**config.mk**
```make
export PLATFORM = sky130hd
export DESIGN_NAME = qye_cell
export DESIGN_NICKNAME = d
export VERILOG_FILES = /design/src/sv/qye_pkg.sv /design/src/sv/qye_cell.sv
export SDC_FILE = /design/constraint.sdc
export NUM_CORES = 1
export LEC_CHECK = 0
export BUFFER_PORTS_ARGS = -buffer_cell sky130_fd_sc_hd__buf_2
export CORE_MARGIN = 1.5
export CORE_UTILIZATION = 40
export DETAILED_ROUTE_END_ITERATION = 16
export GPL_TIMING_DRIVEN = 0
export PLACE_DENSITY = 0.69
export SYNTH_ARGS = -nofsm -noshare
export SYNTH_HDL_FRONTEND = slang
export SYNTH_SLANG_ARGS = --single-unit
```
**constraint.sdc**
```tcl
create_clock -name i_clk -period 4.91 [get_ports i_clk]
set_input_delay 0.2455 -clock i_clk [delete_from_list [all_inputs] [get_ports i_clk]]
set_output_delay 0.2455 -clock i_clk [all_outputs]
set_load 0.03 [all_outputs]
```
**src/sv/qye_pkg.sv**
```systemverilog
// Shared types and constants for the quaternion yaw extractor.
// No dependencies; every other file in this folder imports it.
package qye_pkg;

    // CORDIC datapath widths: x/y hold Q4.26 terms scaled by 2^24 plus gain growth,
    // z holds the angle in Q2.30 radians with room for the +/-pi base.
    localparam int XW = 60;
    localparam int ZW = 34;
    localparam int TABLE_DEPTH = 32;

    localparam logic signed [ZW-1:0] PI_Q30 = 34'sd3373259426;
    localparam logic signed [14:0] YAW_MAX = 15'sd12868;

    // atan(2^-i) in Q2.30
    localparam logic signed [ZW-1:0] ATAN_TABLE [0:TABLE_DEPTH-1] = '{
        34'sh03243F6A8, 34'sh01DAC6705, 34'sh00FADBAFC, 34'sh007F56EA6,
        34'sh003FEAB76, 34'sh001FFD55B, 34'sh000FFFAAA, 34'sh0007FFF55,
        34'sh0003FFFEA, 34'sh0001FFFFD, 34'sh0000FFFFF, 34'sh00007FFFF,
        34'sh00003FFFF, 34'sh00001FFFF, 34'sh00000FFFF, 34'sh000007FFF,
        34'sh000003FFF, 34'sh000001FFF, 34'sh000000FFF, 34'sh0000007FF,
        34'sh0000003FF, 34'sh0000001FF, 34'sh0000000FF, 34'sh00000007F,
        34'sh00000003F, 34'sh00000001F, 34'sh00000000F, 34'sh000000008,
        34'sh000000004, 34'sh000000002, 34'sh000000001, 34'sh000000000
    };

    typedef struct packed {
        logic signed [15:0] quat_x;
        logic signed [15:0] quat_y;
        logic signed [15:0] quat_z;
        logic signed [15:0] quat_w;
    } t_quat_in;

    typedef struct packed {
        logic signed [14:0] yaw_angle;
        logic               degenerate;
    } t_yaw_out;

    typedef struct packed {
        logic signed [XW-1:0] x;
        logic signed [XW-1:0] y;
        logic signed [ZW-1:0] z;
    } t_vec;

    typedef struct packed {
        logic valid;
        logic degen;
        logic zero;
    } t_ctl;

endpackage

```
**src/sv/qye_cell.sv**
```systemverilog
// One CORDIC vectoring micro-rotation with its own register stage.
// Depends on qye_pkg (angle table, datapath types).
module qye_cell #(
    parameter int SHIFT = 0
) (
    input  logic          i_clk,
    input  logic          i_rst_n,
    input  qye_pkg::t_vec i_vec,
    input  qye_pkg::t_ctl i_ctl,
    output qye_pkg::t_vec o_vec,
    output qye_pkg::t_ctl o_ctl
);
    import qye_pkg::*;

    logic signed [XW-1:0] n_xs, n_ys;
    t_vec                 n_vec;
    t_vec                 r_vec;
    t_ctl                 r_ctl;

    // arithmetic shifts floor, matching the bit-exact definition
    assign n_xs = i_vec.x >>> SHIFT;
    assign n_ys = i_vec.y >>> SHIFT;

    always_comb begin
        if (!i_vec.y[XW-1]) begin
            n_vec.x = i_vec.x + n_ys;
            n_vec.y = i_vec.y - n_xs;
            n_vec.z = i_vec.z + ATAN_TABLE[SHIFT];
        end else begin
            n_vec.x = i_vec.x - n_ys;
            n_vec.y = i_vec.y + n_xs;
            n_vec.z = i_vec.z - ATAN_TABLE[SHIFT];
        end
    end

    always_ff @(posedge i_clk) begin
        if (!i_rst_n) begin
            r_ctl <= '0;
        end else begin
            r_ctl <= i_ctl;
        end
        r_vec <= n_vec;
    end

    assign o_vec = r_vec;
    assign o_ctl = r_ctl;

endmodule

```
==> results.toml <==
[run_status]
status = "completed"

[logic_synthesis]
synth_seq_area_share_pct = 19.4
largest_family_of_logic_cells_by_synthesized_area = "compound AO/OA/AOI/OAI gates"
syn_avg_cell_area_um2 = 7.47
syn_area_um2 = 16100
net_count_after_synthesis = 2535
synth-compound-area-share_pct = 29.7
synth_top_flop_cell = "dfxtp_1"
yosys.area_share.xor_xnor_pct = 7.80
synth-edff-count = 0
syn_inst = 2150
synthMuxAreaShare_pct = 1.68
synth-simple-area-share_pct = 16.4
yosys_register_bits = 156
netlist-cell-type-count = 85
async_reset_ff_share_pct = 0
share_of_synthesized_cell_area_in_full_adder_half_adder_and_majority_cells_pct = 17.8
yosys_warns = 0

[min_path]
worstHoldStart = "i_rst_n"
min_to = "o_ctl[1]"
hold-path-cell-count = 2
holdCritPathClass = "input port to flip-flop"

[global_routing]
grt_usage_pct = 33.1
grt_first_pass_wirelength_um = 104000
antenna_found_initial = 1
number_of_global_route_vias_before_repair = 17242
gr-total-overflow = 0
grt_start_max_net_pins = 25

[cts]
cts_clk_pin_slew_worst_paths_ns = 0.07
ctsHoldBuffers = 8
cts-htree-levels = 4
clk_root_buffer_cell = "clkbuf_16"
cts_num_sinks = 156
tritoncts_clock_tree = "yes"
cts_made_buffers = 17
cts-resized-gates = 0
cts_post_setup_buffers_inserted = 0
clock_path_buffers = 2

[pwr]
power.ir.vdd_worst_mv = 0.243
powerDensity_nw_per_um2 = 321
static-leakage-power_uw = 0.00885

[layout]
layout.cells.most_common_list = "buf_2, a21oi_1, ha_1"
finalNonFillerCells = 3032
num-fill-cells = 4079
sequential_cell_area_um2 = 3120
share_of_post_route_cells_with_drive_strength_above_1_pct = 16.3
final_common_cell = "buf_2"
final_net_count = 2877
final_core_util_pct = 47.9
final_area_um2 = 19000
footprint_of_the_multi_input_gates_um2 = 11800
syn2layout_area_growth_pct = 18.3

[placement]
dp.cells = 2990
placedInstanceArea_um2 = 18300
count_of_port_buffers_added_during_placement = 315
hpwl_um = 57100
finalWeightedCongestion = 0.988

[die]
floorplan.die_area_um2 = 41400
die_height_um = 203
floorplan.initialDensity_pct = 40.5
row_count = 73
core_area_um2 = 39600
ioPinCount = 316
die_w_um = 203

[detailed_routing]
first_drt_iteration_drcs = 1916
dr_wl_met3_um = 6000
detailroute.wirelength.met2_um = 32200
detail_route.drc_violations = 0
top_metal_used = "met4"
m1WireLength_um = 30200
detailedRoute.firstPassIterationCount = 6
route.vias.total = 17991
wl_per_cell_um = 23.3
ant_nets = 0
viasPerCell = 5.93
drt_wl_total_um = 70600

[setup_path]
start_kind = "input port"
cp-startpoint = "i_vec[93]"
cp_common_cell = "clkbuf_1"
worst-endpoint-required_ns = 5.32
critical-path-max-stage-delay_ns = 0.88
timing.critical_path.max_delay_family = "buffers and inverters"
timing.critical_path.to_type = "flip-flop"
critical_path.cell_chain = "buf_2 > clkbuf_1 > inv_1 > clkbuf_1 > clkbuf_2 > ha_1 > a21oi_1 > nor2b_1 > o311ai_1 > a311oi_1 > a31oi_1 > o21ai_1 > a21o_1 > a41oi_1 > xnor2_1"
arrival_ns = 5.10
cp_slowest_cell = "clkbuf_2"
critPathMaxFanout = 24
worst-setup-path-type = "input port to flip-flop"
cp_num_buf_inv = 5

[sta]
worst_hold_slack_ns = 0.00895
timing.max_slew.rel_slack_pct = 14.4
final-setup-viol-count = 0
slew_violations = 0
max_slew.worst_pin.slew_ns = 1.27
min_period_ns = 4.69
hold_viol = 0
post_route_clock_period_utilization_pct = 95.5
max_freq_ghz = 0.213
rsz0062_at_grt = "no"

[run]
max-cap-violations = 0
[area by class of cell]
cell class / instances / share of cell area, %
Inverter: 201 / 3.97
Buffer: 95 / 2.11
Multi-Input combinational cell: 1698 / 62.0
Sequential cell: 156 / 16.4
Antenna cell: 2 / 0.0263
Timing Repair Buffer: 323 / 8.72
Clock inverter: 15 / 1.05
Clock buffer: 17 / 2.24
Tap cell: 525 / 3.46
[worst max path at each step]
| stage | to | slack, ns | cells after the start |
|---|---|---|---|
| 2_1_floorplan | o_vec[31] | 1.35 | 15 |
| 3_3_place_gp | o_vec[30] | -0.86 | 15 |
| 3_5_place_dp | o_vec[30] | -0.12 | 15 |
| 4_1_cts | o_vec[30] | 0.36 | 15 |
| 5_1_grt | o_vec[31] | 0.06 | 16 |
| 6_report | o_vec[30] | 0.22 | 15 |
[power breakdown]
group	internal, uW	switching, uW
logic	902	2070
registers	1570	83.6
clock network	818	657
[through the flow]
step / power, uW / TNS (ns) / setup slack, ns
floorplan: 3590 / 0 / 1.35
global placement: 4570 / -7.87 / -0.856
detailed placement: 4570 / -0.210 / -0.124
CTS: 6070 / 0 / 0.359
global route: 6360 / 0 / 0.0569
finish: 6090 / 0 / 0.219
[sequential cells by signal, summed over array words and instances (netlist names)]
signal	cells
o_ctl	3
o_vec	153
[cells in the mapped netlist, types with 11 or more instances]
library cell / instances / area, um^2
a21o_1: 56 / 420
dfxtp_1: 156 / 3120
xnor2_1: 124 / 1090
mux2i_1: 27 / 270
o21ai_1: 28 / 140
nor4_1: 20 / 125
o31ai_1: 22 / 165
buf_1: 14 / 52.6
nand2_1: 135 / 507
o21a_1: 19 / 143
nor3_1: 45 / 225
a211oi_1: 25 / 188
clkbuf_1: 56 / 210
and3_1: 13 / 81.3
a21oi_1: 273 / 1370
nand3_1: 48 / 240
nand2b_1: 14 / 87.6
o211ai_1: 21 / 158
a31oi_1: 13 / 81.3
o21bai_1: 59 / 443
buf_2: 20 / 100
nor2b_1: 26 / 163
nor2_1: 169 / 634
inv_1: 187 / 702
ha_1: 222 / 2780
nand4_1: 32 / 200
inv_2: 11 / 41.3
xor2_1: 19 / 166
o21ai_0: 121 / 606
[routing by layer]
layer  track usage [%]  up-vias
met1              43.8     8544
met3              5.34      136
met2              54.4      981
li1                  -     8330
met5                 0        -
met4              11.4        0
[cell families (layout without fill, tap and decap cells)]
family / count (synthesis) / after routing
muxes: 27 / 27
and+or+nand+nor: 548 / 548
AOI/OAI and AO/OA: 754 / 754
adders and majority gates: 226 / 226
buffers and inverters: 296 / 651
other: 0 / 2
DFF: 156 / 156
xor gates and xnor gates: 143 / 143
No activity file was read; power rests on OpenSTA's default activity.
