### src/sv/qye_pkg.sv
// Shared types and constants for the quaternion yaw extractor.
// No dependencies; every other file in this folder imports it.
package qye_pkg;

    // CORDIC datapath widths: x/y hold Q4.26 terms scaled by 2^24 plus gain growth,
    // z holds the angle in Q2.30 radians with room for the +/-pi base.
    localparam int XW = 60;
    localparam int ZW = 34;
    localparam int TABLE_DEPTH = 32;

    localparam logic signed [ZW-1:0] PI_Q30 = 34'sd3373259426;
    localparam logic signed [14:0] YAW_MAX = 15'sd12868;

    // atan(2^-i) in Q2.30
    localparam logic signed [ZW-1:0] ATAN_TABLE [0:TABLE_DEPTH-1] = '{
        34'sh03243F6A8, 34'sh01DAC6705, 34'sh00FADBAFC, 34'sh007F56EA6,
        34'sh003FEAB76, 34'sh001FFD55B, 34'sh000FFFAAA, 34'sh0007FFF55,
        34'sh0003FFFEA, 34'sh0001FFFFD, 34'sh0000FFFFF, 34'sh00007FFFF,
        34'sh00003FFFF, 34'sh00001FFFF, 34'sh00000FFFF, 34'sh000007FFF,
        34'sh000003FFF, 34'sh000001FFF, 34'sh000000FFF, 34'sh0000007FF,
        34'sh0000003FF, 34'sh0000001FF, 34'sh0000000FF, 34'sh00000007F,
        34'sh00000003F, 34'sh00000001F, 34'sh00000000F, 34'sh000000008,
        34'sh000000004, 34'sh000000002, 34'sh000000001, 34'sh000000000
    };

    typedef struct packed {
        logic signed [15:0] quat_x;
        logic signed [15:0] quat_y;
        logic signed [15:0] quat_z;
        logic signed [15:0] quat_w;
    } t_quat_in;

    typedef struct packed {
        logic signed [14:0] yaw_angle;
        logic               degenerate;
    } t_yaw_out;

    typedef struct packed {
        logic signed [XW-1:0] x;
        logic signed [XW-1:0] y;
        logic signed [ZW-1:0] z;
    } t_vec;

    typedef struct packed {
        logic valid;
        logic degen;
        logic zero;
    } t_ctl;

endpackage

### src/sv/qye_front.sv
// Front end: component products, atan2 terms, norm test and CORDIC pre-rotation.
// Three register stages. Depends on qye_pkg.
module qye_front (
    input  logic              i_clk,
    input  logic              i_rst_n,
    input  logic              i_valid,
    input  qye_pkg::t_quat_in i_quat,
    input  logic [31:0]       i_min_norm,
    output qye_pkg::t_vec     o_vec,
    output qye_pkg::t_ctl     o_ctl
);
    import qye_pkg::*;

    // stage A: products
    logic               r_va;
    logic        [30:0] r_pww, r_pxx, r_pyy, r_pzz;
    logic signed [31:0] r_pwz, r_pxy;
    logic signed [31:0] n_pww, n_pxx, n_pyy, n_pzz;

    assign n_pww = i_quat.quat_w * i_quat.quat_w;
    assign n_pxx = i_quat.quat_x * i_quat.quat_x;
    assign n_pyy = i_quat.quat_y * i_quat.quat_y;
    assign n_pzz = i_quat.quat_z * i_quat.quat_z;

    always_ff @(posedge i_clk) begin
        if (!i_rst_n) begin
            r_va <= 1'b0;
        end else begin
            r_va <= i_valid;
        end
        r_pww <= n_pww[30:0];
        r_pxx <= n_pxx[30:0];
        r_pyy <= n_pyy[30:0];
        r_pzz <= n_pzz[30:0];
        r_pwz <= i_quat.quat_w * i_quat.quat_z;
        r_pxy <= i_quat.quat_x * i_quat.quat_y;
    end

    // stage B: norm^2 (Q4.26), sine term s and cosine term c
    logic               r_vb;
    logic        [32:0] r_norm2;
    logic signed [33:0] r_s;
    logic signed [32:0] r_c;
    logic        [32:0] n_norm2;
    logic        [32:0] n_ssum;
    logic        [32:0] n_c;

    assign n_norm2 = {2'b00, r_pww} + {2'b00, r_pxx} + {2'b00, r_pyy} + {2'b00, r_pzz};
    assign n_ssum  = {r_pwz[31], r_pwz} + {r_pxy[31], r_pxy};
    assign n_c     = {2'b00, r_pww} + {2'b00, r_pxx} - {2'b00, r_pyy} - {2'b00, r_pzz};

    always_ff @(posedge i_clk) begin
        if (!i_rst_n) begin
            r_vb <= 1'b0;
        end else begin
            r_vb <= r_va;
        end
        r_norm2 <= n_norm2;
        r_s     <= $signed({n_ssum, 1'b0});
        r_c     <= $signed(n_c);
    end

    // stage C: threshold test and quadrant fold into the right half plane
    logic signed [XW-1:0] n_x0, n_y0;
    t_vec                 n_vec;
    t_vec                 r_vec;
    t_ctl                 r_ctl;

    assign n_x0 = {{(XW-57){r_c[32]}}, r_c, 24'b0};
    assign n_y0 = {{(XW-58){r_s[33]}}, r_s, 24'b0};

    always_comb begin
        if (r_c[32]) begin
            n_vec.x = -n_x0;
            n_vec.y = -n_y0;
            n_vec.z = r_s[33] ? -PI_Q30 : PI_Q30;
        end else begin
            n_vec.x = n_x0;
            n_vec.y = n_y0;
            n_vec.z = '0;
        end
    end

    always_ff @(posedge i_clk) begin
        if (!i_rst_n) begin
            r_ctl <= '0;
        end else begin
            r_ctl.valid <= r_vb;
            r_ctl.degen <= (r_norm2 <= {1'b0, i_min_norm});
            r_ctl.zero  <= (r_s == '0) && (r_c == '0);
        end
        r_vec <= n_vec;
    end

    assign o_vec = r_vec;
    assign o_ctl = r_ctl;

endmodule

### config.mk
export PLATFORM = sky130hd
export DESIGN_NAME = qye_front
export DESIGN_NICKNAME = d
export VERILOG_FILES = /design/src/sv/qye_pkg.sv /design/src/sv/qye_front.sv
export SDC_FILE = /design/constraint.sdc
export NUM_CORES = 2
export LEC_CHECK = 0
export ABC_AREA = 1
export BUFFER_PORTS_ARGS = -buffer_cell sky130_fd_sc_hd__buf_4
export CORE_MARGIN = 3
export CORE_UTILIZATION = 25
export DETAILED_ROUTE_END_ITERATION = 7
export GPL_TIMING_DRIVEN = 0
export MAX_ROUTING_LAYER = met4
export PLACE_DENSITY = 0.46
export SKIP_LAST_GASP = 1
export SLEW_MARGIN = 20
export SYNTH_ARGS = -nofsm -noshare
export SYNTH_HDL_FRONTEND = slang
export SYNTH_SLANG_ARGS = --single-unit
export TNS_END_PERCENT = 20
### constraint.sdc
create_clock -name i_clk -period 17.62 [get_ports i_clk]
set_input_delay 5.286 -clock i_clk [delete_from_list [all_inputs] [get_ports i_clk]]
set_output_delay 5.286 -clock i_clk [all_outputs]
set_load 0.005 [all_outputs]
==> out/summary.log <==
qor: run_status.result_of_the_run finished clean
qor: logic_synthesis.synth-seq-area-share 0.09216
qor: setup_path.worst-path-stages 23
qor: timing.finalSetupTns 0 ns
qor: setup_path.setup.worst_path.class input pin to flop
qor: placed_design.gp_routability_congestion 0.9378
qor: timing.worst-slew-pin-transition 1.202 ns
qor: timing.report.final.slew_viol_count 0
qor: setup_path.critical_register_to_register_path_endpoint r_c[30]$_DFF_P_
qor: floorplanning.initial_utilization 0.2512
qor: global_route.grt_antenna_before_repair 12
qor: timing.clock_skew 0.02768 ns
qor: placed_design.placement.io_buffers 190
qor: min_path.worstHoldPathType flop to flop
qor: clocking.clockBufferDepth 3
qor: floorplanning.row_count 205
qor: layout.drive_gt1_frac 0.04232
qor: logic_synthesis.synth_async_sr_flop_share 0
qor: setup_path.r2r.worst_path.cells 19
qor: layout.nNetsFinal 12685
qor: timing.relSlewSlack 0.1985
qor: min_path.hold_path_startpoint r_norm2[0]$_DFF_P_
qor: layout.area_growth_syn_to_layout 10.44%
qor: floorplanning.top_level_ports 256
qor: setup_path.startpoint_type input pin
qor: setup_path.regToRegStartpoint r_pww[10]$_DFF_P_
qor: route.drc 0
qor: global_route.first_global_vias 64766
qor: min_path.timing.hold.worst_path_depth 0
qor: setup_path.critPathMostFrequentCell nand2_1
qor: clocking.clkSinkCount 361
qor: route.number_of_vias_per_cell 4.223
qor: setup_path.reg2reg_slack 13.14 ns
qor: setup_path.worst_path_top_cell_family_by_delay adder cells
qor: floorplanning.core 312200 um^2
qor: setup_path.critical_path.slowest_cell clkbuf_1
qor: clocking.tritoncts.num_buffers 39
qor: logic_synthesis.yosys_most_used_dff dfxtp_1
qor: floorplanning.die_height 566.1 um
qor: clocking.post_cts_sizing 0
qor: logic_synthesis.ys.warnings.count 0
qor: route.vias 61635
qor: route.detail_route.iter0.violations 3923
qor: logic_synthesis.synth_edf_count 0
qor: clocking.insertion_delay_of_the_later_clocked_pin_in_the_worst_skew_pair 0.61 ns
qor: global_route.grt_usage 0.1715
qor: placed_design.placed_cells 14512
qor: setup_path.crit_path_end_kind flop
qor: route.drt-total-wl 267200 um
qor: setup_path.crit_path_cell_trace buf_4 -> clkbuf_1 -> buf_1 -> nand2_1 -> fa_1 -> inv_1 -> fa_1 -> inv_1 -> fa_1 -> fa_1 -> fa_1 -> fa_1 -> inv_1 -> ha_1 -> nand2_1 -> nor2_1 -> nand2_1 -> nor3_1 -> nand2_1 -> nand2_1 -> inv_1 -> nand2_1 -> nand2_1
qor: setup_path.critPathBufInv 7
qor: logic_synthesis.synth-seq-cells 361
qor: logic_synthesis.synthDistinctLibCells 53
qor: global_route.grt_start_max_net_pins 18
qor: global_route.grt_first_pass_wirelength 406300 um
qor: logic_synthesis.avgSynthCellArea 7.742 um^2
qor: setup_path.worstPathMaxFanout 10
qor: timing.rsz0062_at_grt no
qor: placed_design.placedInstanceArea 85250 um^2
qor: timing.min_period_over_period 0.6828
qor: clocking.cts_tree built
qor: layout.layout.cells.non_filler 14595
qor: logic_synthesis.syn_area 78410 um^2
qor: clocking.cts.clk_slew.worst_paths 0.06 ns
qor: timing.final_hold_viol_count 0
qor: logic_synthesis.syn-instance-count 10129
qor: route.wire_per_inst 18.31 um
qor: clocking.post_cts_hold_buffer_count 0
qor: timing.max_clock_freq 0.08312 GHz
qor: timing.setup_violating_endpoint_count_in_the_final_report 0
qor: setup_path.worst_path_largest_cell_delay 0.71 ns
qor: clocking.htree_levels 2
qor: layout.nFillCells 34492
qor: route.number_of_nets_still_failing_antenna_checks_after_routing 0
qor: clocking.post-cts-setup-buffer-count 0
qor: setup_path.timing.critical_path.arrival 12.43 ns
qor: clocking.ctsRootBufferMaster clkbuf_16
qor: global_route.globalRoute.totalOverflow 0
qor: job.drv.max_cap_violation_count 0
qor: route.drt_pass1_iterations 6
qor: placed_design.place_hpwl 233400 um
qor: timing.final.min_clock_period 12.03 ns
qor: floorplanning.die-area 320400 um^2
qor: floorplanning.die_w 566.1 um
qor: layout.final_cell_area 86600 um^2
qor: min_path.worst_hold_path.endpoint o_vec[118]$_DFF_P_
qor: setup_path.worstPathRequired 18.02 ns
-- final cells by class --
| type | instances | area [um^2] | share of cell area |
|---|---|---|---|
| tap | 4140 | 5180 | 0.05981 |
| clock buffer | 48 | 1040 | 0.01201 |
| multi-input combinational | 6585 | 58930 | 0.6805 |
| antenna | 11 | 27.53 | 0.0003179 |
| inverter | 2923 | 10970 | 0.1267 |
| clock inverter | 23 | 267.8 | 0.003092 |
| buffer | 312 | 1484 | 0.01713 |
| sequential | 361 | 7228 | 0.08346 |
| timing repair buffer | 192 | 1469 | 0.01696 |
-- synthesized netlist by cell type, types with 34 or more instances --
library cell / n / area (um^2)
a21o_1: 34 / 255.2
buf_4: 80 / 600.6
ha_1: 670 / 8383
fa_1: 1502 / 30070
dfxtp_1: 361 / 7227
xnor2_1: 73 / 639.4
nor3_1: 73 / 365.4
nand3_1: 315 / 1577
inv_1: 2917 / 10950
nand4_1: 102 / 638.1
o21ai_0: 179 / 895.9
xor2_1: 232 / 2032
nand2_1: 2253 / 8457
clkbuf_1: 217 / 814.5
o21bai_1: 39 / 292.8
nor2_1: 546 / 2049
a21oi_1: 322 / 1612
-- metal layers --
metal / track usage / wire length [um] / up-vias / part of all wire
met4: 0.03739 / 7026 / 0 / 0.026
li1: - / - / 29891 / -
met5: - / 0 / - / 0
met2: 0.2760 / 122700 / 1459 / 0.46
met1: 0.2314 / 124200 / 30012 / 0.46
met3: 0.01955 / 13270 / 273 / 0.050
-- worst register-to-register path, delay by kind of cell, from the launching register on --
| family | cells | cell delay (ns) |
|---|---|---|
| fa+ha+maj | 3 | 1.27 |
| simple gates | 12 | 1.89 |
| buf+inv | 1 | 0.07 |
| flops | 1 | 0.35 |
| compound gates | 3 | 0.78 |
-- state kept, by name, indices dropped and copies added, names as in the netlist --
signal,count
r_norm2,33
r_pww,30
r_pxy,32
r_pxx,30
r_s,33
o_ctl,3
o_vec,74
r_vb,1
r_pwz,32
r_va,1
r_pyy,30
r_c,32
r_pzz,30
-- logic make-up (layout without fill, tap and decap cells) --
| logic type | Yosys count | count (layout) | synth area share |
|---|---|---|---|
| XOR/XNOR | 305 | 305 | 0.03407 |
| multiplexers | 1 | 1 | 0.0001436 |
| adder cells (fa/ha/maj) | 2172 | 2172 | 0.4904 |
| flip-flops | 361 | 361 | 0.09216 |
| other | 1 | 64 | 0.00004782 |
| AND/OR/NAND/NOR | 3404 | 3404 | 0.1781 |
| buffers and inverters | 3235 | 3498 | 0.1587 |
| AO/OA/AOI/OAI | 650 | 650 | 0.04632 |
-- cell usage in the layout, fill, tap and decap left out, types with 9 or more instances in the layout --
cell / instances
inv_1: 2917
nand2_1: 2253
fa_1: 1502
ha_1: 670
nor2_1: 546
dfxtp_1: 360
a21oi_1: 322
nand3_1: 315
buf_4: 270
xor2_1: 232
clkbuf_1: 217
o21ai_0: 179
nand4_1: 102
xnor2_1: 73
nor3_1: 73
conb_1: 53
o21bai_1: 39
clkbuf_16: 39
a21o_1: 34
nand3b_1: 20
nor4_1: 17
nand2_2: 17
o21a_1: 14
or2_2: 13
o21ai_1: 12
diode_2: 11
nor2_2: 11
buf_1: 11
nor3_2: 10
a21boi_0: 10
clkinv_2: 9
-- per-stage QoR --
stage	utilization	hold slack, ns	setup slack [ns]
after floorplan	-	0.3308	7.099
after global placement	0.2730	0.3452	4.974
after detailed placement	0.2731	0.3468	5.069
after CTS	0.2773	0.3576	5.724
after global routing	0.2774	0.3667	5.338
final	0.2774	0.3567	5.590
-- worst max-delay path by stage --
stage / slack, ns / to / startpoint
after floorplan: 7.10 / r_pwz[25]$_DFF_P_ / i_quat[17]
after global placement: 4.97 / r_pww[30]$_DFF_P_ / i_quat[15]
after detailed placement: 5.07 / r_pww[30]$_DFF_P_ / i_quat[15]
after CTS: 5.72 / r_pww[30]$_DFF_P_ / i_quat[15]
after global routing: 5.34 / r_pww[30]$_DFF_P_ / i_quat[15]
final: 5.59 / r_pww[30]$_DFF_P_ / i_quat[15]
Power is left out: the tool's default activity adds up to more than one toggle a clock period on the data nets, which glitch-free logic cannot reach.
