<file path="src/sv/qye_pkg.sv">
// Shared types and constants for the quaternion yaw extractor.
// No dependencies; every other file in this folder imports it.
package qye_pkg;

    // CORDIC datapath widths: x/y hold Q4.26 terms scaled by 2^24 plus gain growth,
    // z holds the angle in Q2.30 radians with room for the +/-pi base.
    localparam int XW = 60;
    localparam int ZW = 34;
    localparam int TABLE_DEPTH = 32;

    localparam logic signed [ZW-1:0] PI_Q30 = 34'sd3373259426;
    localparam logic signed [14:0] YAW_MAX = 15'sd12868;

    // atan(2^-i) in Q2.30
    localparam logic signed [ZW-1:0] ATAN_TABLE [0:TABLE_DEPTH-1] = '{
        34'sh03243F6A8, 34'sh01DAC6705, 34'sh00FADBAFC, 34'sh007F56EA6,
        34'sh003FEAB76, 34'sh001FFD55B, 34'sh000FFFAAA, 34'sh0007FFF55,
        34'sh0003FFFEA, 34'sh0001FFFFD, 34'sh0000FFFFF, 34'sh00007FFFF,
        34'sh00003FFFF, 34'sh00001FFFF, 34'sh00000FFFF, 34'sh000007FFF,
        34'sh000003FFF, 34'sh000001FFF, 34'sh000000FFF, 34'sh0000007FF,
        34'sh0000003FF, 34'sh0000001FF, 34'sh0000000FF, 34'sh00000007F,
        34'sh00000003F, 34'sh00000001F, 34'sh00000000F, 34'sh000000008,
        34'sh000000004, 34'sh000000002, 34'sh000000001, 34'sh000000000
    };

    typedef struct packed {
        logic signed [15:0] quat_x;
        logic signed [15:0] quat_y;
        logic signed [15:0] quat_z;
        logic signed [15:0] quat_w;
    } t_quat_in;

    typedef struct packed {
        logic signed [14:0] yaw_angle;
        logic               degenerate;
    } t_yaw_out;

    typedef struct packed {
        logic signed [XW-1:0] x;
        logic signed [XW-1:0] y;
        logic signed [ZW-1:0] z;
    } t_vec;

    typedef struct packed {
        logic valid;
        logic degen;
        logic zero;
    } t_ctl;

endpackage

</file>
<file path="src/sv/qye_out.sv">
// Output stage: rounds the Q2.30 angle to Q3.12, clamps to +/-pi, applies flags.
// Depends on qye_pkg.
module qye_out (
    input  logic              i_clk,
    input  logic              i_rst_n,
    input  qye_pkg::t_vec     i_vec,
    input  qye_pkg::t_ctl     i_ctl,
    output qye_pkg::t_yaw_out o_result,
    output logic              o_done
);
    import qye_pkg::*;

    logic signed [ZW:0]   n_sum;
    logic signed [ZW-18:0] n_rnd;
    logic signed [14:0]   n_yaw;
    t_yaw_out             r_result;
    logic                 r_done;

    assign n_sum = {i_vec.z[ZW-1], i_vec.z} + (ZW+1)'(1 << 17);
    assign n_rnd = n_sum[ZW:18];

    always_comb begin
        if (i_ctl.degen || i_ctl.zero) begin
            n_yaw = '0;
        end else if (n_rnd > (ZW-17)'(YAW_MAX)) begin
            n_yaw = YAW_MAX;
        end else if (n_rnd < -(ZW-17)'(YAW_MAX)) begin
            n_yaw = -YAW_MAX;
        end else begin
            n_yaw = n_rnd[14:0];
        end
    end

    always_ff @(posedge i_clk) begin
        if (!i_rst_n) begin
            r_done <= 1'b0;
        end else begin
            r_done <= i_ctl.valid;
        end
        r_result.yaw_angle  <= n_yaw;
        r_result.degenerate <= i_ctl.degen;
    end

    assign o_result = r_result;
    assign o_done   = r_done;

endmodule

</file>
<file path="config.mk">
export PLATFORM = sky130hd
export DESIGN_NAME = qye_out
export DESIGN_NICKNAME = d
export VERILOG_FILES = /design/src/sv/qye_pkg.sv /design/src/sv/qye_out.sv
export SDC_FILE = /design/constraint.sdc
export NUM_CORES = 1
export LEC_CHECK = 0
export CAP_MARGIN = 20
export CORE_AREA = 5 5 65 67
export CTS_CLUSTER_SIZE = 8
export DETAILED_ROUTE_END_ITERATION = 10
export DIE_AREA = 0 0 70 72
export DONT_BUFFER_PORTS = 1
export PLACE_DENSITY = 0.6
export SKIP_LAST_GASP = 1
export SYNTH_ARGS = -nofsm -noshare
export SYNTH_HDL_FRONTEND = slang
export SYNTH_SLANG_ARGS = --single-unit
</file>
<file path="constraint.sdc">
create_clock -name i_clk -period 4.5 [get_ports i_clk]
set_input_delay 0.675 -clock i_clk [delete_from_list [all_inputs] [get_ports i_clk]]
set_output_delay 0.675 -clock i_clk [all_outputs]
set_load 0.01 [all_outputs]
</file>
==> results.md, run 1 <==
* Final worst-path cycle share at 67.2%
* Hold path cells at 0
* CTS Root Cell: clkbuf_4
* Die Width at 70 um
* Max Clk Rate at 331 MHz
* I/O Buffers at 0
* DRC viols at 0
* Setup violators final at 0
* Comb pwr share at 20.3%
* Mapped Area at 1550 um^2
* Largest family of logic cells by synthesized area: simple AND/OR/NAND/NOR gates
* Syn Nets at 340
* Synth Area in Adders at 0.808%
* Asr flop ratio synth at 0%
* CTS max path bufs at 2
* Synth Area in Compound Gates at 21.5%
* Area grow syn2layout at -2.75%
* Seq pwr share at 52.8%
* HP Class: input pin to register
* I/O pin count at 176
* Nets@finish at 328
* Yosys top cell area share at 22.0%
* CP bufs+invs at 0
* Hold bufs inserted after CTS at 0
* Cell Area, Placed at 1480 um^2
* First-pass iteration count of the detailed router at 4
* Crit path max-delay cell type: a211oi_2
* Initial antenna violation count at 0
* WP data required at 4730 ps
* DR vias at 1308
* Remaining Overflow, GRT at 0
* CTS Buf Count at 3
* Hold Fails Final Rpt at 0
* Total GRT Usage at 15.5%
* Relative slew slack at 36.7%
* Minimum clock period at 3020 ps
* Levels on crit path at 8
* Ys flop type: dfxtp_1
* Fin area at 1510 um^2
* Die footprint at 5040 um^2
* Worst-path maximum fanout at 12
* Worst slew pin tran at 946 ps
* Cell count after synthesis at 180
* Commonest cells in the netlist: 17 x dfxtp_1, 16 x nor2_1, 11 x nand2_1, 11 x xnor2_1, 10 x o21ai_1
* Internal at 0.000218 W
* Post_cts resized at 0
* Setup Fix Bufs, Post-CTS at 0
* CORE AREA at 3580 um^2
* Filler cells at 376
* Final worst slack at 1480 ps
* Yosys Warn Count at 0
* Cell variety after synth at 56
* Sw Ratio at 30.1%
* ANT cells at 0
* CTS tree: yes
* RSZ-0062 raised after global routing: no
* CP Capture Type: register
* Antenna Violating Nets Remaining at 0
* Vias per cell at 6.08
* Share of cells above drive strength 1 at 14.4%
* Largest net degree at the start of global routing at 15
* LEAKAGE at 0.524 nW
* Starting Density at 43.3%
* Slowest stage delay, CP at 820 ps
* P_sw at 0.0000942 W
* WL final at 3940 um
* Post-synth top area cell: dfxtp_1
* Most common cell in the netlist: dfxtp_1
* Max Slew Vio Count at 0
* CP delay by family, top: compound AO/OA/AOI/OAI gates
* Average wire per standard cell at 18.3 um
* Peak VDD IR at 0.000104 V
* Synthesized flop and latch total at 17
* Crit path arrival time at 3260 ps
* Initial drt markers at 70
* Mean Syn Cell Area at 8.60 um^2
* Max-cap viol count at 0
* Hold_ws at 404 ps
* Setup WS pre-CTS at 1190 ps
* CP Cell Sequence: ha_1 -> and4_4 -> and4_1 -> o21ai_1 -> a211oi_1 -> o21ai_1 -> a211oi_2 -> a22o_1
* H-tree depth at 1
* CTS clk-pin slew, worst paths at 90 ps
* CP Class: input pin to register
* Post-Synth XOR/XNOR Area at 9.05%
* Post-synthesis mux area share at 0%
* Largest cells by area after synthesis: dfxtp_1 22%, xnor2_1 6.2%, buf_6 4.4%, nor4_4 4.1%, nor2_1 3.9%
* Most frequent cell on the critical path: o21ai_1
* Simple-Gate Fraction of Synth Area at 37.8%
* Post-synth EDFFs at 0
* # rows at 22
* Power density cells at 208 nW/um^2
* Status: completed
* Post-synthesis sequential area ratio at 22.0%
* HPWL reported at the end of detailed placement at 3060 um
* Startpoint types: input pin
* Setup TNS at 0 ps
* RD Place Congestion at 0.915
* Vias in the first global route at 1157
* First-pass GRT wire length at 6080 um
* CTS Sinks at 17
* Die height at 72 um
* Clock Power Share at 26.9%
* Power Total at 0.000313 W
[area by class of cell]
class                   count  area [um^2]  area share, %
multi-input cells         144         1070           71.2
flip-flops and latches     17          340           22.6
inverters                   2         7.51          0.499
well taps                  48         60.1           3.99
clock buffers               4         26.3           1.75
[worst paths after layout]
| check | slack (ps) | start | to |
|---|---|---|---|
| max | 1480 | i_vec[17] | o_result[7] |
| min | 400 | i_ctl[1] | o_result[0] |
[flip-flops by register name, indices dropped and copies added, names as in the netlist]
register  flops
o_done        1
o_result     16
[cells in the final DEF, fill, tap and decap left out, types with 2 or more instances in the layout]
cell type,count
a211o_1,2
a211oi_1,2
a21o_1,5
a21oi_1,5
a22o_1,2
and2_1,5
and3_1,3
and4_1,2
and4b_1,2
clkbuf_4,3
dfxtp_1,17
inv_1,2
nand2_1,11
nand3_1,5
nand3_2,2
nand3_4,2
nand4_1,4
nand4_4,2
nor2_1,16
nor3_1,4
nor3_4,2
nor3b_1,2
nor4_1,5
nor4_4,3
o21a_1,4
o21ai_0,4
o21ai_1,10
or2_2,2
xnor2_1,11
xor2_1,5
[metal layers]
metal | wire (um) | part of all wire [%] | GRT usage (%)
met1 | 1640 | 41 | 18.5
met2 | 1890 | 48 | 25.8
met3 | 324 | 8.2 | 5.26
met4 | 90 | 2.3 | 5.74
met5 | 0 | 0 | 0
[power groups by stage]
| stage | logic, W | registers (W) | clock network, W |
|---|---|---|---|
| 3_5_place_dp | 0.0000626 | 0.000169 | 0 |
| 3_3_place_gp | 0.0000620 | 0.000169 | 0 |
| 2_1_floorplan | 0.0000719 | 0.000167 | 0 |
| 6_report | 0.0000635 | 0.000165 | 0.0000841 |
| 5_1_grt | 0.0000693 | 0.000166 | 0.0000964 |
| 4_1_cts | 0.0000633 | 0.000166 | 0.0000872 |
[cell families (layout without fill, tap and decap cells)]
| group | count (synthesis) | after routing |
|---|---|---|
| adders and majority gates | 1 | 1 |
| and+or+nand+nor | 81 | 81 |
| xor gates and xnor gates | 16 | 16 |
| buffers and inverters | 19 | 6 |
| AOI/OAI and AO/OA | 46 | 46 |
| DFF | 17 | 17 |
[through the flow]
stage               utilization, %  std cells
floorplan                        -        180
detailed placement            41.3        211
CTS                           42.1        215
finish                        42.1        215
global placement              41.3        211
global route                  42.1        215
(Power assumes the default switching activity.)
==> inputs of run 2 (changes only) <==
- ABC_AREA: default -> 1
- CORE_AREA: 5 5 65 67 -> 5 5 66 68
- DIE_AREA: 0 0 70 72 -> 0 0 71 73
- PLACE_DENSITY: 0.6 -> 0.55
- clock period: 4.5 -> 2.6 ns (I/O delays scaled with it)
==> run 2 against run 1 <==
  * Critical path type unchanged
  * Global-route usage decreased by 1.2 points
  * Highest routed layer unchanged
  * Power increased by 89%
  * Setup slack got worse by 730 ps
==> results.md, run 2 <==
* CTS Root Cell: clkbuf_8 (was clkbuf_4)
* Max Clk Rate at 538 MHz
* # rows at 23 (was 22)
* Commonest non-fill, non-tap cell in the layout: nand2_1 (was dfxtp_1)
* Slowest stage delay, CP at 210 ps (was 820 ps)
* HP Class: input pin to register (unchanged)
* HPWL reported at the end of detailed placement at 3000 um (was 3060 um)
* Yosys top cell area share at 24.9% (was 22.0%)
* Syn Nets at 393 (was 340)
* Antenna Violating Nets Remaining at 0 (unchanged)
* DRC viols at 0 (unchanged)
* WP data required at 2740 ps (was 4730 ps)
* Nets@finish at 397 (was 328)
* I/O Buffers at 0 (unchanged)
* Vias in the first global route at 1314 (was 1157)
* CP Class: input pin to register (unchanged)
* Relative slew slack at 76.4% (was 36.7%)
* Hold Fails Final Rpt at 0 (unchanged)
* Average wire per standard cell at 12.3 um (was 18.3 um)
* CP delay by family, top: simple AND/OR/NAND/NOR gates (was compound AO/OA/AOI/OAI gates)
* Vias per cell at 4.62 (was 6.08)
* Ys flop type: dfxtp_1 (unchanged)
* RD Place Congestion at 0.825 (was 0.915)
* Largest cells by area after synthesis: dfxtp_1 25%, nand2_1 19%, inv_1 11%, nand3_1 8.0%, nor2_1 7.4% (was dfxtp_1 22%, xnor2_1 6.2%, buf_6 4.4%, nor4_4 4.1%, nor2_1 3.9%)
* Minimum clock period at 1860 ps
* Worst-path maximum fanout at 8 (was 12)
* I/O pin count at 176 (unchanged)
* Power density cells at 404 nW/um^2 (was 208 nW/um^2)
* Most common cell in the netlist: nand2_1 (was dfxtp_1)
* CTS tree: yes (unchanged)
* Cell Area, Placed at 1420 um^2 (was 1480 um^2)
* Hold_ws at 164 ps (was 404 ps)
* Final core occ at 38.6% (was 42.1%)
* Comb pwr share at 19.8% (was 20.3%)
* Sw Ratio at 29.7% (was 30.1%)
* Initial antenna violation count at 0 (unchanged)
* Status: completed (unchanged)
* CP bufs+invs at 0 (unchanged)
* Mean Syn Cell Area at 5.87 um^2 (was 8.60 um^2)
* P_sw at 0.000176 W (was 0.0000942 W)
* Fin area at 1470 um^2 (was 1510 um^2)
* RSZ-0062 raised after global routing: no (unchanged)
* Setup violators final at 0 (unchanged)
* Setup Fix Bufs, Post-CTS at 0 (unchanged)
* Final worst-path cycle share at 71.4%
* Total GRT Usage at 14.3% (was 15.5%)
* DR vias at 1322 (was 1308)
* Cell count after synthesis at 233 (was 180)
* Initial drt markers at 45 (was 70)
* Max-cap viol count at 0 (unchanged)
* Remaining Overflow, GRT at 0 (unchanged)
* Area grow syn2layout at 7.13% (was -2.75%)
* Most frequent cell on the critical path: nand2_1 (was o21ai_1)
* Yosys Warn Count at 0 (unchanged)
* Post-synthesis sequential area ratio at 24.9% (was 22.0%)
* Asr flop ratio synth at 0% (unchanged)
* Setup TNS at 0 ps (unchanged)
* Peak VDD IR at 0.000173 V (was 0.000104 V)
* LEAKAGE at 0.761 nW (was 0.524 nW)
* Startpoint types: input pin (unchanged)
* Max reg flops at 16 (unchanged)
* Clock Power Share at 32.1% (was 26.9%)
* Die Width at 71 um (was 70 um)
* Post-synth EDFFs at 0 (unchanged)
* WL final at 3510 um (was 3940 um)
* H-tree depth at 1 (unchanged)
* Share of cells above drive strength 1 at 16.5% (was 14.4%)
* Internal at 0.000416 W (was 0.000218 W)
* Cell variety after synth at 22 (was 56)
* Commonest cells in the netlist: 71 x nand2_1, 40 x inv_1, 27 x nor2_1 (was 17 x dfxtp_1, 16 x nor2_1, 11 x nand2_1, 11 x xnor2_1, 10 x o21ai_1)
* CP Cell Sequence: ha_1 -> nand2_1 -> nor2_4 -> nand2_2 -> nor2_1 -> nand2_1 -> nand2_1 -> nand2_1 -> nand2_1 -> nor2_2 -> a21oi_2 -> nand2_4 -> nand2_4 -> nor2_2 (was ha_1 -> and4_4 -> and4_1 -> o21ai_1 -> a211oi_1 -> o21ai_1 -> a211oi_2 -> a22o_1)
* ANT cells at 0 (unchanged)
* Mapped Area at 1370 um^2 (was 1550 um^2)
* CTS Sinks at 17 (unchanged)
* First-pass GRT wire length at 5980 um (was 6080 um)
* Max Slew Vio Count at 0 (unchanged)
* Post-synth top area cell: dfxtp_1 (unchanged)
* Starting Density at 36.0% (was 43.3%)
* CP Capture Type: register (unchanged)
* CTS max path bufs at 2 (unchanged)
* Hold bufs inserted after CTS at 0 (unchanged)
* CTS Buf Count at 3 (unchanged)
* First-pass iteration count of the detailed router at 4 (unchanged)
* Crit path arrival time at 2000 ps (was 3260 ps)
* Largest net degree at the start of global routing at 14 (was 15)
* Die height at 73 um (was 72 um)
* Post_cts resized at 0 (unchanged)
* Worst slew pin tran at 353 ps (was 946 ps)
* Seq pwr share at 48.1% (was 52.8%)
* Die footprint at 5180 um^2 (was 5040 um^2)
* Synthesized flop and latch total at 17 (unchanged)
* CTS clk-pin slew, worst paths at 60 ps (was 90 ps)
* Commonest cells after routing, fill and taps aside: 71 x nand2_1, 40 x inv_1, 27 x nor2_1, 22 x nand3_1, 17 x dfxtp_1 (was 17 x dfxtp_1, 16 x nor2_1, 11 x xnor2_1, 11 x nand2_1, 10 x o21ai_1)
* CORE AREA at 3800 um^2 (was 3580 um^2)
* Crit path max-delay cell type: ha_1 (was a211oi_2)
-- run 2: worst paths after layout --
check  slack, ps  depth (start not counted)          end  startpoint
max          740                         14  o_result[9]   i_vec[17]
min          160                          0  o_result[0]    i_ctl[1]
-- run 2: routing by layer --
layer | GRT usage (%) | up-vias | wire length [um]
li1 | - | 719 | -
met1 | 16.5 | 571 | 1550
met2 | 25.1 | 30 | 1660
met4 | 3.55 | 0 | 23
met3 | 5.37 | 2 | 275
met5 | 0 | - | 0
-- run 2: cell type report --
class	count	area (um^2)
Clock buffer	3	41.3
Tap cell	50	62.6
Inverter	41	154
Fill cell	451	2330
Sequential cell	17	340
Multi-Input combinational cell	174	863
Clock inverter	1	5.00
-- run 2: cells by family after synthesis --
group | Yosys count | synth area share, %
buffers and inverters | 42 | 12.1
DFF | 17 | 24.9
and+or+nand+nor | 163 | 57.7
adders and majority gates | 1 | 0.914
AOI/OAI and AO/OA | 9 | 3.84
xor gates and xnor gates | 1 | 0.640
-- run 2: power groups by stage --
stage          Sequential [W]  Combinational (W)  Clock (W)
4_1_cts              0.000285           0.000119   0.000198
2_1_floorplan        0.000289          0.0000996          0
5_1_grt              0.000286           0.000136   0.000210
3_3_place_gp         0.000291           0.000118          0
3_5_place_dp         0.000291           0.000118          0
6_report             0.000285           0.000117   0.000190
-- run 2: stage by stage --
stage          instances  power (W)  setup slack, ps
6_report             286   0.000592              742
5_1_grt              286   0.000632              489
4_1_cts              286   0.000602              729
3_5_place_dp         282   0.000408              469
3_3_place_gp         282   0.000409              439
2_1_floorplan        233   0.000388              758
